**config.mk**
```make
export PLATFORM = sky130hd
export DESIGN_NAME = tbc_queue
export DESIGN_NICKNAME = d
export VERILOG_FILES = /design/src/hw/rtl/tbc_pkg.sv /design/src/hw/rtl/tbc_queue.sv
export SDC_FILE = /design/constraint.sdc
export NUM_CORES = 1
export LEC_CHECK = 0
export BUFFER_PORTS_ARGS = -buffer_cell sky130_fd_sc_hd__buf_2
export CAP_MARGIN = 20
export CELL_PAD_IN_SITES_DETAIL_PLACEMENT = 1
export CELL_PAD_IN_SITES_GLOBAL_PLACEMENT = 2
export CORE_UTILIZATION = 47
export CTS_BUF_LIST = sky130_fd_sc_hd__clkbuf_8
export CTS_CLUSTER_DIAMETER = 120
export CTS_CLUSTER_SIZE = 14
export DETAILED_ROUTE_END_ITERATION = 10
export GPL_TIMING_DRIVEN = 0
export HOLD_SLACK_MARGIN = 0.02
export PLACE_DENSITY = 0.8
export SYNTH_ARGS = -nofsm -noshare
export SYNTH_HDL_FRONTEND = slang
export SYNTH_SLANG_ARGS = --single-unit
```
**constraint.sdc**
```tcl
create_clock -name aclk -period 9.7 [get_ports aclk]
set_clock_uncertainty 0.1 [all_clocks]
set_input_delay 1.94 -clock aclk [delete_from_list [all_inputs] [get_ports aclk]]
set_output_delay 1.94 -clock aclk [all_outputs]
set_load 0.03 [all_outputs]
```
**src/hw/rtl/tbc_pkg.sv**
```systemverilog
// Shared types, widths and saturation helpers for the barycentric weight unit.
// No dependencies; every other file takes its names from here.
`default_nettype none
package tbc_pkg;

    localparam int COORD_FRAC_BITS  = 12;
    localparam int WEIGHT_FRAC_BITS = 16;

    localparam int IN_W   = 24;
    localparam int OUT_W  = 25;
    localparam int DIFF_W = IN_W + 1;
    localparam int PROD_W = 2 * DIFF_W;
    localparam int EDGE_W = PROD_W + 1;

    // Unsigned divider: magnitudes of edge sums fit EDGE_W-1 bits.
    localparam int DIV_DW    = EDGE_W - 1;
    localparam int DIV_NW    = DIV_DW + WEIGHT_FRAC_BITS;
    localparam int DIV_QBITS = OUT_W + 1;
    localparam int DIV_LAT   = DIV_QBITS + 1;

    localparam int QUEUE_AW    = 2;
    localparam int QUEUE_DEPTH = 1 << QUEUE_AW;

    localparam logic signed [OUT_W-1:0] W_MAX = {1'b0, {(OUT_W-1){1'b1}}};
    localparam logic signed [OUT_W-1:0] W_MIN = {1'b1, {(OUT_W-1){1'b0}}};
    localparam logic signed [OUT_W+1:0] W_ONE = (OUT_W+2)'(1) << WEIGHT_FRAC_BITS;

    typedef struct packed {
        logic signed [IN_W-1:0] ax;
        logic signed [IN_W-1:0] ay;
        logic signed [IN_W-1:0] aw;
        logic signed [IN_W-1:0] bx;
        logic signed [IN_W-1:0] by;
        logic signed [IN_W-1:0] bw;
        logic signed [IN_W-1:0] cx;
        logic signed [IN_W-1:0] cy;
        logic signed [IN_W-1:0] cw;
        logic signed [IN_W-1:0] px;
        logic signed [IN_W-1:0] py;
    } tbc_item_t;

    typedef struct packed {
        tbc_item_t item;
        logic      zero_w;
    } tbc_word_t;

    function automatic logic [IN_W-1:0] sat_coord(input logic [DIV_QBITS-1:0] q,
                                                  input logic ovf, input logic neg);
        logic [DIV_QBITS-1:0] lim;
        logic [DIV_QBITS-1:0] q_neg;
        logic [IN_W-1:0]      res;
        lim   = DIV_QBITS'(1) << (IN_W - 1);
        q_neg = DIV_QBITS'(0) - q;
        if (neg) begin
            if (ovf || q > lim) res = lim[IN_W-1:0];
            else res = q_neg[IN_W-1:0];
        end else begin
            if (ovf || q >= lim) res = {1'b0, {(IN_W-1){1'b1}}};
            else res = q[IN_W-1:0];
        end
        return res;
    endfunction

    function automatic logic [OUT_W-1:0] sat_weight(input logic [DIV_QBITS-1:0] q,
                                                    input logic ovf, input logic neg);
        logic [DIV_QBITS-1:0] lim;
        logic [DIV_QBITS-1:0] q_neg;
        logic [OUT_W-1:0]     res;
        lim   = DIV_QBITS'(1) << (OUT_W - 1);
        q_neg = DIV_QBITS'(0) - q;
        if (neg) begin
            if (ovf || q > lim) res = lim[OUT_W-1:0];
            else res = q_neg[OUT_W-1:0];
        end else begin
            if (ovf || q >= lim) res = {1'b0, {(OUT_W-1){1'b1}}};
            else res = q[OUT_W-1:0];
        end
        return res;
    endfunction

endpackage
`default_nettype wire

```
**src/hw/rtl/tbc_queue.sv**
```systemverilog
// Short flop queue between front and back end.
// Depends on tbc_pkg.
`default_nettype none
module tbc_queue (
    input  wire logic                aclk,
    input  wire logic                aresetn,
    input  wire logic                in_valid,
    output logic                     in_ready,
    input  wire tbc_pkg::tbc_word_t  in_word,
    output logic                     out_valid,
    input  wire logic                out_ready,
    output tbc_pkg::tbc_word_t       out_word
);

    tbc_pkg::tbc_word_t              mem_reg [tbc_pkg::QUEUE_DEPTH];
    logic [tbc_pkg::QUEUE_AW-1:0]    wr_ptr_reg;
    logic [tbc_pkg::QUEUE_AW-1:0]    rd_ptr_reg;
    logic [tbc_pkg::QUEUE_AW:0]      count_reg;
    logic [tbc_pkg::QUEUE_AW:0]      count_next;
    logic                            push;
    logic                            pop;

    assign in_ready  = (count_reg != (tbc_pkg::QUEUE_AW+1)'(tbc_pkg::QUEUE_DEPTH));
    assign out_valid = (count_reg != '0);
    assign out_word  = mem_reg[rd_ptr_reg];
    assign push      = in_valid && in_ready;
    assign pop       = out_valid && out_ready;

    always_comb begin
        count_next = count_reg;
        if (push && !pop) count_next = count_reg + 1'b1;
        if (pop && !push) count_next = count_reg - 1'b1;
    end

    always_ff @(posedge aclk) begin
        if (!aresetn) begin
            wr_ptr_reg <= '0;
            rd_ptr_reg <= '0;
            count_reg  <= '0;
        end else begin
            if (push) wr_ptr_reg <= wr_ptr_reg + 1'b1;
            if (pop) rd_ptr_reg <= rd_ptr_reg + 1'b1;
            count_reg <= count_next;
        end
    end

    always_ff @(posedge aclk) begin
        if (push) begin
            mem_reg[wr_ptr_reg] <= in_word;
        end
    end

endmodule
`default_nettype wire

```
## Word level (Yosys, flattened, before mapping)

Memories as Yosys holds them, arrays and structs flattened. A register that Yosys moved wholly into a read port is not among the register bits.
Cells that the tools add are included.

- Output and inout port bits: 267
- ROM bits: 0
- RAM bits: 1060
- Bits in latches: 0
- Flip-flop bits (word level): 7
- Bits of input ports: 269
- Memories: 1

Memories:

| memory | depth | bits a word | rd ports | clocked after Yosys merged registers in | wr ports | line | source |
|---|---|---|---|---|---|---|---|
| mem_reg | 4 | 265 | 1 | 1 | 1 | tbc_queue.sv:15 | `tbc_pkg::tbc_word_t mem_reg [tbc_pkg::QUEUE_DEPTH];` |

- Multiply operators: 0
- Add/sub/neg operators: 4
- Equal/unequal tests: 1
- Mux-type cells: 6
- Order comparisons: 0
- Reductions and logical operators: 8
- Bitwise logic cells: 0
- Div/mod/pow operators: 0
- Shift-type cells: 0

Operator list:

| kind | number |
|---|---|
| $mux 3 | 2 |
| $add 2x1->2 const B | 2 |
| $logic_and 1x1->1 | 4 |
| $mux 2 | 2 |
| $add 3x1->3 const B | 1 |
| $ne 3x3->1 const B | 1 |
| $reduce_bool 3->1 | 1 |
| $sub 3x1->3 const B | 1 |
| $logic_not 1->1 | 2 |
| $mux 1 | 2 |
| $reduce_bool 2->1 | 1 |

## Depth between registers and ports, before layout

- Depth after elaboration: 6
- Gate-level depth with buffers: 9
- Gate-level depth less buffers: 9

## Worst setup path before layout

OpenSTA, ideal clock, no wires.

- Kind: input to register
- Start point: in in_valid
- End point: mem mem_reg[2][0] (netlist bit), enable pin
- Data arrival time: 8.378 ns
- Setup time: 0.660 ns
- Setup slack: 0.562 ns
- Required time: 8.940 ns
- Stages on the path: 2
- Cell sequence: a21boi_1 > and2_1

- Longest elaborated chain between the ends: 3

RTL lines:

| what | line | source |
|---|---|---|
| start: declaration | tbc_queue.sv:7 | `input wire logic in_valid,` |
| $logic_and 1x1->1 | tbc_queue.sv:26 | `assign push = in_valid && in_ready;` |
| $mux 1 | tbc_queue.sv:48 | `if (push) begin` |
| $mux 1 (not written as such) | tbc_queue.sv:49 | `mem_reg[wr_ptr_reg] <= in_word;` |
| end: declaration | tbc_queue.sv:15 |  |

Every way passes these cells.

==> results.cfg <==
[sta]
fin_crit_ns = 4.992
finalHoldViolations = 0
relSlewSlack = 0.3799
finalCritPeriodShare = 0.5147
worstMarginPinSlew_ns = 0.9302
max_freq_mhz = 200.3
final_max_slew_viol_count = 0
setup_violations = 0
rsz0062_at_grt = false
finalSetupTns_ns = 0

[clock_network]
numCtsBuffers = 87
post_cts_resized = 0
cts_tree = yes
clk_pin_slew_ns = 0.09
clk_latency_ns = 0.72
root_buffer = clkbuf_8
ctsHoldBuffers = 0
post_cts_buffers = 0
clockBufferDepth = 3
htree_levels = 3
cts_sinks = 1069

[grt]
grt_pass1_wl_microns = 126000
grt_start_max_net_pins = 56
grt_pass1_vias = 19300
antenna_found_initial = 42
gr-total-overflow = 0
track_usage = 0.2042

[power]
peakVddDrop_mv = 0.1785
p_total_mw = 11.83
p_leak_nw = 14.82
p_per_area_nw_per_um2 = 262.6

[finish]
final_cell_mix = edfxtp_1, buf_2, mux4_2
final_common_cell = edfxtp_1
drive_above_1_share = 0.4646
fillCellCount = 7008
area_delta_synth_final_pct = 15.53
largest_reg_flops = 1060
final_net_count = 2358
fin_area_sq_um = 45020
register_area_sq_um = 32010
multiInputGateArea_sq_um = 6254
final_core_util = 0.5483

[place]
dp_hpwl_microns = 57950
port_buffers = 534
place_area_sq_um = 43610
gp_congestion = 0.7510

[routing]
routedWlPerCell_microns = 26.89
drt-total-wl_microns = 85800
vias = 17420
viasPerCell = 5.458
first_pass_iters = 4
ant_nets = 0
drtIter0Drc = 817
drc_errors = 0

[synthesis]
ys_seq_area_frac = 0.8214
yosys_warnings = 0
yosys-top-cells-area = edfxtp_1, mux4_2, buf_12
syn_area_sq_um = 38970
syn_nets = 1711
syn-instance-count = 1436
yosys.area.top_type = edfxtp_1
ys_ff_latch = 1069
synth_ff_type = edfxtp_1
syn_area_per_cell_sq_um = 27.14
synth_enable_flop_cells = 1060
async_flop_share = 0
synth.distinct_cells = 25
synth_top_area_share = 0.8168

[worst_hold_path]
hold_class = reg -> reg

[floorplan]
fp.dieW_microns = 290.0
start_util = 0.4746
io_pins = 536
row_count = 105
core_sq_um = 82110
die_area_sq_um = 84070
die_h_microns = 290.0

[worst_setup_path]
cp_data_arrival_time_ns = 2.95
start_kind = register
crit_required_ns = 7.66
critical_path_class = reg -> out
cp-end-kind = primary output
path_max_fanout = 10

[job]
maxCapViolCount = 0

[status]
status = complete, no violations
## layout make-up
class	instances	share of cell area
sequential	1069	0.7110
multi-input combinational	301	0.1389
timing repair buffer	558	0.07303
tap	1070	0.02973
clock buffer	88	0.02690
buffer	60	0.01542
clock inverter	25	0.003779
antenna	14	0.0007781
inverter	6	0.0005002
## where the power goes
part	internal, mW	total [mW]	switching (mW)	leakage (nW)
sequential	5.55	5.65	0.101	9.80
combinational	1.52	3.94	2.42	4.26
clock	0.840	2.23	1.39	0.763
## layer usage
metal	up-vias	track usage	share of wire
li1	7490	-	-
met1	9149	0.2383	0.37
met2	550	0.3489	0.51
met3	170	0.08479	0.096
met4	56	0.05267	0.020
met5	-	0	0.0042
## path summary, 6_finish.rpt
kind | start | to | slack (ns) | cells past startpoint
setup / recovery | register | out_word[194] | 4.71 | 4
setup reg to reg | count_reg[0] | mem_reg[2][5] | 6.69 | 6
hold / removal | wr_ptr_reg[0] | wr_ptr_reg[0] | 0.43 | 2
hold reg to reg | wr_ptr_reg[0] | wr_ptr_reg[0] | 0.43 | 2
## cell families (layout without fill, tap and decap cells)
group	after synthesis	after routing	synth area share
and+or+nand+nor	18	18	0.002440
xor gates and xnor gates	4	4	0.0008991
DFF	1069	1069	0.8214
buffers and inverters	66	737	0.01840
adders and majority gates	6	6	0.002119
muxes	267	267	0.1537
AOI/OAI and AO/OA	6	6	0.001092
other	0	14	0
## cell usage after synthesis, types with 2 or more instances
cell      number
or3_1          2
nand2_1        6
mux4_2       265
buf_8          6
dfxtp_1        9
buf_12        22
ha_1           5
nor2b_1        2
edfxtp_1    1060
mux2i_1        2
o21ai_0        2
clkbuf_1       4
buf_2         26
xnor2_1        3
and2_1         7
inv_1          6
## stage by stage
stage	worst slack, ns	hold WS (ns)	std cells
6_report	4.708	0.4252	3191
3_5_place_dp	5.061	0.4128	3064
5_1_grt	4.469	0.4557	3187
3_3_place_gp	-4.797	0.3775	3040
4_1_cts	4.456	0.4302	3177
2_1_floorplan	0.5625	0.3677	1436
## worst max-delay path, stage by stage (launching register included)
cell,delay (ns)
dfxtp_1,0.48
clkbuf_1,0.73
buf_2,0.43
mux4_2,0.37
buf_2,0.22
Power figures use the tool's default switching activity.
