===== src/hw/rtl/tbc_pkg.sv =====
// Shared types, widths and saturation helpers for the barycentric weight unit.
// No dependencies; every other file takes its names from here.
`default_nettype none
package tbc_pkg;

    localparam int COORD_FRAC_BITS  = 12;
    localparam int WEIGHT_FRAC_BITS = 16;

    localparam int IN_W   = 24;
    localparam int OUT_W  = 25;
    localparam int DIFF_W = IN_W + 1;
    localparam int PROD_W = 2 * DIFF_W;
    localparam int EDGE_W = PROD_W + 1;

    // Unsigned divider: magnitudes of edge sums fit EDGE_W-1 bits.
    localparam int DIV_DW    = EDGE_W - 1;
    localparam int DIV_NW    = DIV_DW + WEIGHT_FRAC_BITS;
    localparam int DIV_QBITS = OUT_W + 1;
    localparam int DIV_LAT   = DIV_QBITS + 1;

    localparam int QUEUE_AW    = 2;
    localparam int QUEUE_DEPTH = 1 << QUEUE_AW;

    localparam logic signed [OUT_W-1:0] W_MAX = {1'b0, {(OUT_W-1){1'b1}}};
    localparam logic signed [OUT_W-1:0] W_MIN = {1'b1, {(OUT_W-1){1'b0}}};
    localparam logic signed [OUT_W+1:0] W_ONE = (OUT_W+2)'(1) << WEIGHT_FRAC_BITS;

    typedef struct packed {
        logic signed [IN_W-1:0] ax;
        logic signed [IN_W-1:0] ay;
        logic signed [IN_W-1:0] aw;
        logic signed [IN_W-1:0] bx;
        logic signed [IN_W-1:0] by;
        logic signed [IN_W-1:0] bw;
        logic signed [IN_W-1:0] cx;
        logic signed [IN_W-1:0] cy;
        logic signed [IN_W-1:0] cw;
        logic signed [IN_W-1:0] px;
        logic signed [IN_W-1:0] py;
    } tbc_item_t;

    typedef struct packed {
        tbc_item_t item;
        logic      zero_w;
    } tbc_word_t;

    function automatic logic [IN_W-1:0] sat_coord(input logic [DIV_QBITS-1:0] q,
                                                  input logic ovf, input logic neg);
        logic [DIV_QBITS-1:0] lim;
        logic [DIV_QBITS-1:0] q_neg;
        logic [IN_W-1:0]      res;
        lim   = DIV_QBITS'(1) << (IN_W - 1);
        q_neg = DIV_QBITS'(0) - q;
        if (neg) begin
            if (ovf || q > lim) res = lim[IN_W-1:0];
            else res = q_neg[IN_W-1:0];
        end else begin
            if (ovf || q >= lim) res = {1'b0, {(IN_W-1){1'b1}}};
            else res = q[IN_W-1:0];
        end
        return res;
    endfunction

    function automatic logic [OUT_W-1:0] sat_weight(input logic [DIV_QBITS-1:0] q,
                                                    input logic ovf, input logic neg);
        logic [DIV_QBITS-1:0] lim;
        logic [DIV_QBITS-1:0] q_neg;
        logic [OUT_W-1:0]     res;
        lim   = DIV_QBITS'(1) << (OUT_W - 1);
        q_neg = DIV_QBITS'(0) - q;
        if (neg) begin
            if (ovf || q > lim) res = lim[OUT_W-1:0];
            else res = q_neg[OUT_W-1:0];
        end else begin
            if (ovf || q >= lim) res = {1'b0, {(OUT_W-1){1'b1}}};
            else res = q[OUT_W-1:0];
        end
        return res;
    endfunction

endpackage
`default_nettype wire


===== src/hw/rtl/tbc_front.sv =====
// Front end: registers the incoming word and flags a zero w on any vertex.
// Depends on tbc_pkg.
`default_nettype none
module tbc_front (
    input  wire logic                            aclk,
    input  wire logic                            aresetn,
    input  wire logic                            s_valid,
    output logic                                 s_ready,
    input  wire logic signed [tbc_pkg::IN_W-1:0] s_vertex_a_x,
    input  wire logic signed [tbc_pkg::IN_W-1:0] s_vertex_a_y,
    input  wire logic signed [tbc_pkg::IN_W-1:0] s_vertex_a_w,
    input  wire logic signed [tbc_pkg::IN_W-1:0] s_vertex_b_x,
    input  wire logic signed [tbc_pkg::IN_W-1:0] s_vertex_b_y,
    input  wire logic signed [tbc_pkg::IN_W-1:0] s_vertex_b_w,
    input  wire logic signed [tbc_pkg::IN_W-1:0] s_vertex_c_x,
    input  wire logic signed [tbc_pkg::IN_W-1:0] s_vertex_c_y,
    input  wire logic signed [tbc_pkg::IN_W-1:0] s_vertex_c_w,
    input  wire logic signed [tbc_pkg::IN_W-1:0] s_point_x,
    input  wire logic signed [tbc_pkg::IN_W-1:0] s_point_y,
    output logic                                 out_valid,
    input  wire logic                            out_ready,
    output tbc_pkg::tbc_word_t                   out_word
);

    logic               valid_reg;
    tbc_pkg::tbc_word_t word_reg;
    tbc_pkg::tbc_word_t word_next;

    assign s_ready   = !valid_reg || out_ready;
    assign out_valid = valid_reg;
    assign out_word  = word_reg;

    always_comb begin
        word_next.item.ax = s_vertex_a_x;
        word_next.item.ay = s_vertex_a_y;
        word_next.item.aw = s_vertex_a_w;
        word_next.item.bx = s_vertex_b_x;
        word_next.item.by = s_vertex_b_y;
        word_next.item.bw = s_vertex_b_w;
        word_next.item.cx = s_vertex_c_x;
        word_next.item.cy = s_vertex_c_y;
        word_next.item.cw = s_vertex_c_w;
        word_next.item.px = s_point_x;
        word_next.item.py = s_point_y;
        word_next.zero_w  = (s_vertex_a_w == '0) || (s_vertex_b_w == '0) ||
                            (s_vertex_c_w == '0);
    end

    always_ff @(posedge aclk) begin
        if (!aresetn) begin
            valid_reg <= 1'b0;
        end else if (s_ready) begin
            valid_reg <= s_valid;
        end
    end

    always_ff @(posedge aclk) begin
        if (s_valid && s_ready) begin
            word_reg <= word_next;
        end
    end

endmodule
`default_nettype wire


===== config.mk =====
export PLATFORM = sky130hd
export DESIGN_NAME = tbc_front
export DESIGN_NICKNAME = d
export VERILOG_FILES = /design/src/hw/rtl/tbc_pkg.sv /design/src/hw/rtl/tbc_front.sv
export SDC_FILE = /design/constraint.sdc
export NUM_CORES = 1
export LEC_CHECK = 0
export ABC_AREA = 0
export BUFFER_PORTS_ARGS = -buffer_cell sky130_fd_sc_hd__clkbuf_2
export CORE_AREA = 2 2 207 209
export CTS_CLUSTER_SIZE = 30
export DETAILED_ROUTE_END_ITERATION = 10
export DIE_AREA = 0 0 209 211
export GPL_TIMING_DRIVEN = 0
export PLACE_DENSITY = 0.49
export SLEW_MARGIN = 20
export SYNTH_ARGS = -nofsm -noshare
export SYNTH_HDL_FRONTEND = slang
export SYNTH_SLANG_ARGS = --single-unit

===== constraint.sdc =====
create_clock -name aclk -period 23.5 [get_ports aclk]
set_clock_uncertainty 0.15 [all_clocks]
set_input_delay 4.7 -clock aclk [delete_from_list [all_inputs] [get_ports aclk]]
set_output_delay 4.7 -clock aclk [all_outputs]
set_load 0.005 [all_outputs]

# After elaboration in Yosys (flattened, before gate mapping)
# Index checks and enable logic that the tools add are counted.
# totals
output_inout_bits	267
register_bits	266
inputBits	268
# op_classes
reduce_logical	8
# op_table
op	n
$logic_not A24 Y1	3
$logic_or A1 B1 Y1	3
$logic_and A1 B1 Y1	1
$logic_not A1 Y1	1

# Logic depth before layout (Yosys ltp)
# Gate-level depths: netlist (run 1).
# logic_depth
ltp_word	3
ltp_mapped	4
depth_no_buf	4

# Worst setup path before layout (run 1)
# OpenSTA, ideal clock, no wires.
# synth_path
kind	in2reg
start	in out_ready
end	reg word_reg, in the netlist out_word[0] (enable)
cell_stages	2
t_arrival_ns	10.876
setup_slack_ns	11.813
t_required_ns	22.690
setup_ns	0.660
n_path_buf	0
cell_sequence	nand2b_1 and2_1
# synth_between
elab_chain_cells	2
# synth_lines
item	line_no	source
from (decl)	tbc_front.sv:21	input wire logic out_ready,
$logic_or A1 B1 Y1	tbc_front.sv:29	assign s_ready = !valid_reg || out_ready;
$logic_and A1 B1 Y1	tbc_front.sv:58	if (s_valid && s_ready) begin
to (signal assigned)	tbc_front.sv:59	word_reg <= word_next;
to (decl)	tbc_front.sv:26	tbc_pkg::tbc_word_t word_reg;
# Every way passes these cells.
# A chain may end at the register's enable or synchronous reset.

# Worst setup path after layout (run 1)
# layout_path
start	in out_ready
end	out s_ready
# layout_between
elab_chain_cells	1
# layout_lines
item	line_no	source
$logic_or A1 B1 Y1	tbc_front.sv:29	
to (decl)	tbc_front.sv:8	output logic s_ready,
# Every way passes these cells.

==> impl_metrics.toml, run 1 <==
[clock_network]
cts-resized-gates = 0
post-cts-setup-buffers = 0
clk_pin_slew_ns = 0.05
cts_hold_buf = 0
numCtsBuffers = 29
cts.sinks = 266
tritoncts = "yes"
cts_buffer_depth = 3
cts-root-buf = "clkbuf_16"
insertion_delay_ns = 0.55
htree_levels = 1

[finish]
fin_nets = 1133
area_growth_pct = 53.0
drive_above_1_share_pct = 65.3
nFillCells = 4191
antennaDiodeCount = 0

[yosys]
ys_types = 13
yosys-top-cells-area = "edfxtp_1 (97%), nor4_1 (1.3%), nor4_4 (0.26%)"
synth-main-ff-cell = "edfxtp_1"
synth_top_area_cell = "edfxtp_1"
synth.top_cell.area_share_pct = 97.3
synth-edff-count = 265
syn-cell-area_um2 = 8180
synth_cells = 295
yosysMostFrequentCell = "edfxtp_1"
synth.avg_cell_area_um2 = 27.7
ys_seq_area_share_pct = 97.5
synth_seq_cells = 266
synth_async_sr_flop_share_pct = 0
yosys_warnings = 0
synth.cells.most_frequent = "edfxtp_1 (265), nor4_1 (17), and4_1 (2), nand3_1 (2)"
syn_nets = 563

[route]
wl_per_cell_um = 17.4
wirelength_mm = 24.7
num_vias = 5212
first_iter_violations = 238
drc = 0
via_per_inst = 3.67
firstDrtPassIters = 4
postRouteAntennaNets = 0

[floorplanning]
die_x_um = 209
die_h_um = 211
rows = 75
core_um2 = 41800
io_pins = 535
die-area_um2 = 44100
start_util_pct = 19.6

[grt]
antenna_found_initial = 0
grt_pass1_vias = 5346
grt_pass1_wl_mm = 34.1
grt_start_max_net_pins = 56
grt_usage_pct = 10.4
grt_overflow = 0

[outcome]
run_status = "finished clean"

[worst_setup_path]
arrival_ns = 5.06
crit_path_end_kind = "output pin"
critPathRequiredTime_ns = 18.65
cp_max_fo = 3
startpoint_type = "primary input"
crit_type = "in2out"

[timing]
hold_viol = 0
slew_headroom_pct = 53.9
maxSlewViolCount = 0
rsz0062_at_grt = "no"
worstMarginPinSlew_ns = 0.686
finalSetupViolations = 0
finalWorstSetupSlack_ns = 13.59
period_share_pct = 42.2
period_needed_ns = 9.91
tns_ns = 0
fmax_mhz = 101

[placed_design]
hpwl_mm = 19.7
io_buffers = 534
pre_cts_ws_ns = 13.59
place_congestion = 0.766

[power_and_ir_drop]
powerDensity_nw_per_um2 = 84.5
peakVddDrop_mv = 0.0480
leakage_nw = 5.31

[min_path]
holdCritPathClass = "reg2reg"

[job]
drv_cap = 0
where the power goes:
part	internal, mW	switching, mW	total [mW]
clock	0.245	0.176	0.422
sequential	0.556	0.00756	0.563
combinational	0.0352	0.0373	0.0726
total	0.836	0.221	1.06
cells in the final DEF, fill, tap and decap left out:
master     Yosys  final
nand2_1        1      1
clkbuf_1       0      8
clkinv_1       0      6
inv_1          1      1
o211ai_2       1      1
clkinv_2       0      2
and4_1         2      2
nor4_4         1      1
nand4_1        1      1
nand2b_1       1      1
buf_16         0      4
a21boi_0       1      1
dfxtp_1        1      1
buf_12         0      1
bufinv_16      0      2
clkbuf_16      0     29
nand3_1        2      2
nor4_1        17     17
clkbuf_2       0    534
edfxtp_1     265    265
inv_6          0      1
and2_4         0      1
kinds of logic after synthesis:
| kind of cell | Yosys count | share of synthesized area (%) |
|---|---|---|
| AO/OA/AOI/OAI | 2 | 0.245 |
| buffers and inverters | 1 | 0.0458 |
| flip-flops | 266 | 97.5 |
| AND/OR/NAND/NOR | 26 | 2.17 |
sequential cells by signal, indices dropped and copies added, names as in the netlist:
name and cells:
out_valid 1, out_word 265
layer usage:
layer | up-vias | global-route usage [%] | part of all wire [%] | wire [um]
li1 | 2371 | - | - | -
met3 | 38 | 4.94 | 11 | 2760
met5 | - | 0 | 0 | 0
met4 | 0 | 3.35 | 2.8 | 699
met1 | 2482 | 11.3 | 36 | 8910
met2 | 321 | 18.1 | 50 | 12300
through the flow:
stage	hold slack, ns	area [um^2]	util [%]	cells	power (mW)
after detailed placement	0.395	11700	27.9	1373	0.648
after CTS	0.403	12500	30.0	1421	1.07
after floorplan	0.387	8180	-	295	0.592
after global routing	0.459	12500	30.0	1421	1.10
final	0.397	12500	30.0	1421	1.06
after global placement	0.368	11500	27.6	1368	0.653
critical path: stages:
cell,delay [ns]
clkbuf_2,0.08
nand2b_1,0.16
clkbuf_2,0.12
path summary, 6_finish.rpt:
path                          startpoint                       to  slack [ns]  depth (start not counted)
setup / recovery               out_ready                  s_ready       13.59                          3
hold / removal    out_valid$_SDFFE_PN0N_   out_valid$_SDFFE_PN0N_        0.40                          2
setup reg to reg  out_valid$_SDFFE_PN0N_  out_word[155]$_DFFE_PP_       21.25                          5
hold reg to reg   out_valid$_SDFFE_PN0N_   out_valid$_SDFFE_PN0N_        0.40                          2
area by class of cell:
cell class	instances	area, um^2	share of cell area [%]
Clock buffer	37	756	6.04
Clock inverter	11	101	0.810
Inverter	1	3.75	0.0300
Multi-Input combinational cell	28	200	1.60
Sequential cell	266	7980	63.7
Tap cell	539	674	5.39
Timing Repair Buffer	539	2800	22.4
No activity file was read; power rests on OpenSTA's default activity.
==> run 2, diff against run 1 <==
- PLACE_DENSITY: 0.49 -> 0.51
- clock period: 23.5 -> 8.3 ns (I/O delays scaled with it)
==> run 2 against run 1 <==
  * Final cell count increased by 0.35%
  * Via count rose by 1.5%
  * Critical path depth unchanged
  * Register-to-register slack got worse by 16 ns
  * Sequential power rose to 2.8 times the previous value
  * Non-clock buffer count shrank 1
  * Clock power rose to 2.7 times the previous value
  * Combinational power rose to 2.8 times the previous value
  * Die area stayed put
  * Total power grew to 2.8 times the previous value
  * Wire length increased by 6.7%
  * Highest routed layer is now met5
==> impl_metrics.toml, run 2 (synthesis results as in run 1) <==
[outcome]
run_status = "finished clean"

[route]
via_per_inst = 3.71
wirelength_mm = 26.4
firstDrtPassIters = 4
num_vias = 5292
postRouteAntennaNets = 0
first_iter_violations = 252
drc = 0
wl_per_cell_um = 18.5

[grt]
grt_overflow = 0
gr-usage-met3_pct = 5.63
grt_use_met1_pct = 11.8
grt_pass1_vias = 5544
grt_usage_pct = 11.5
grt_use_met2_pct = 20.6
grt_start_max_net_pins = 59
grt.busiest_layer = "met2"
antenna_found_initial = 13
grt_pass1_wl_mm = 36.9

[clock_network]
cts-root-buf = "clkbuf_16"
post-cts-setup-buffers = 0
cts.sinks = 266
cts_hold_buf = 0
numCtsBuffers = 29
htree_levels = 1
cts_buffer_depth = 3
tritoncts = "yes"
insertion_delay_ns = 0.56
clk_pin_slew_ns = 0.06
cts-resized-gates = 0

[floorplanning]
die_x_um = 209
die_h_um = 211
rows = 75
start_util_pct = 19.6
die-area_um2 = 44100
core_um2 = 41800
io_pins = 535

[finish]
fin_nets = 1132
area_growth_pct = 52.6
largest_reg_flops = 265
final_cell_mix = "clkbuf_2 (534), edfxtp_1 (265), clkbuf_16 (29)"
drive_above_1_share_pct = 65.2
layout_commonest_cell = "clkbuf_2"

[timing]
maxSlewViolCount = 0
period_share_pct = 46.3
hold_viol = 0
finalWorstSetupSlack_ns = 4.46
worstMarginPinSlew_ns = 0.719
fmax_mhz = 260
finalSetupViolations = 0
period_needed_ns = 3.84
whs_ns = 0.418
slew_headroom_pct = 52.0
rsz0062_at_grt = "no"
tns_ns = 0

[placed_design]
place_congestion = 0.796
pre_cts_ws_ns = 4.23
io_buffers = 534

[worst_setup_path]
critPathRequiredTime_ns = 6.49
startpoint_type = "primary input"
crit_path_end_kind = "output pin"
crit_type = "in2out"
cp_max_fo = 3
arrival_ns = 2.03

[min_path]
holdCritPathClass = "reg2reg"

[power_and_ir_drop]
leakage_nw = 5.28
peakVddDrop_mv = 0.156
powerDensity_nw_per_um2 = 236

[job]
drv_cap = 0
run 2: cell count changes in the layout (fill, tap and decap cells not counted), sizes merged:
cell and delta:
clkinv +4, bufinv -2, clkinvlp +2, diode +2, buf -1
run 2: power breakdown:
part           total [mW]  internal, mW  switching, mW
combinational       0.204        0.0985          0.105
clock                1.15         0.641          0.513
sequential           1.59          1.57         0.0211
run 2: final cells by class:
cell class                      instances  area [um^2]
Fill cell                            4217        29300
Sequential cell                       266         7980
Timing Repair Buffer                  538         2780
Clock buffer                           37          756
Tap cell                              539          674
Multi-Input combinational cell         28          200
Clock inverter                         15         85.1
Antenna cell                            2         5.00
Inverter                                1         3.75
run 2: critical path, stage by stage:
cell and delay, ns:
clkbuf_2 0.07, nand2b_1 0.17, clkbuf_2 0.13
run 2: metrics by stage:
| stage | instances | utilization [%] | area [um^2] | power [mW] |
|---|---|---|---|---|
| 3_3_place_gp | 1368 | 27.6 | 11500 | 1.83 |
| 2_1_floorplan | 295 | - | 8180 | 1.67 |
| 6_report | 1426 | 29.9 | 12500 | 2.95 |
| 4_1_cts | 1424 | 29.9 | 12500 | 3.01 |
| 3_5_place_dp | 1372 | 27.9 | 11600 | 1.83 |
| 5_1_grt | 1425 | 29.9 | 12500 | 3.07 |
run 2: routing by layer:
metal / routed length [um] / part of all wire (%) / vias to the layer above
li1: - / - / 2381
met1: 8900 / 34 / 2515
met2: 13500 / 51 / 333
met3: 3070 / 12 / 51
met4: 870 / 3.3 / 12
met5: 68 / 0.26 / -
run 2: path summary, 6_finish.rpt:
kind | from | to | slack (ns) | cells after the start
setup / recovery | out_ready | s_ready | 4.46 | 3
hold / removal | out_valid$_SDFFE_PN0N_ | out_valid$_SDFFE_PN0N_ | 0.42 | 2
setup reg to reg | out_valid$_SDFFE_PN0N_ | out_word[221]$_DFFE_PP_ | 5.74 | 5
hold reg to reg | out_valid$_SDFFE_PN0N_ | out_valid$_SDFFE_PN0N_ | 0.42 | 2
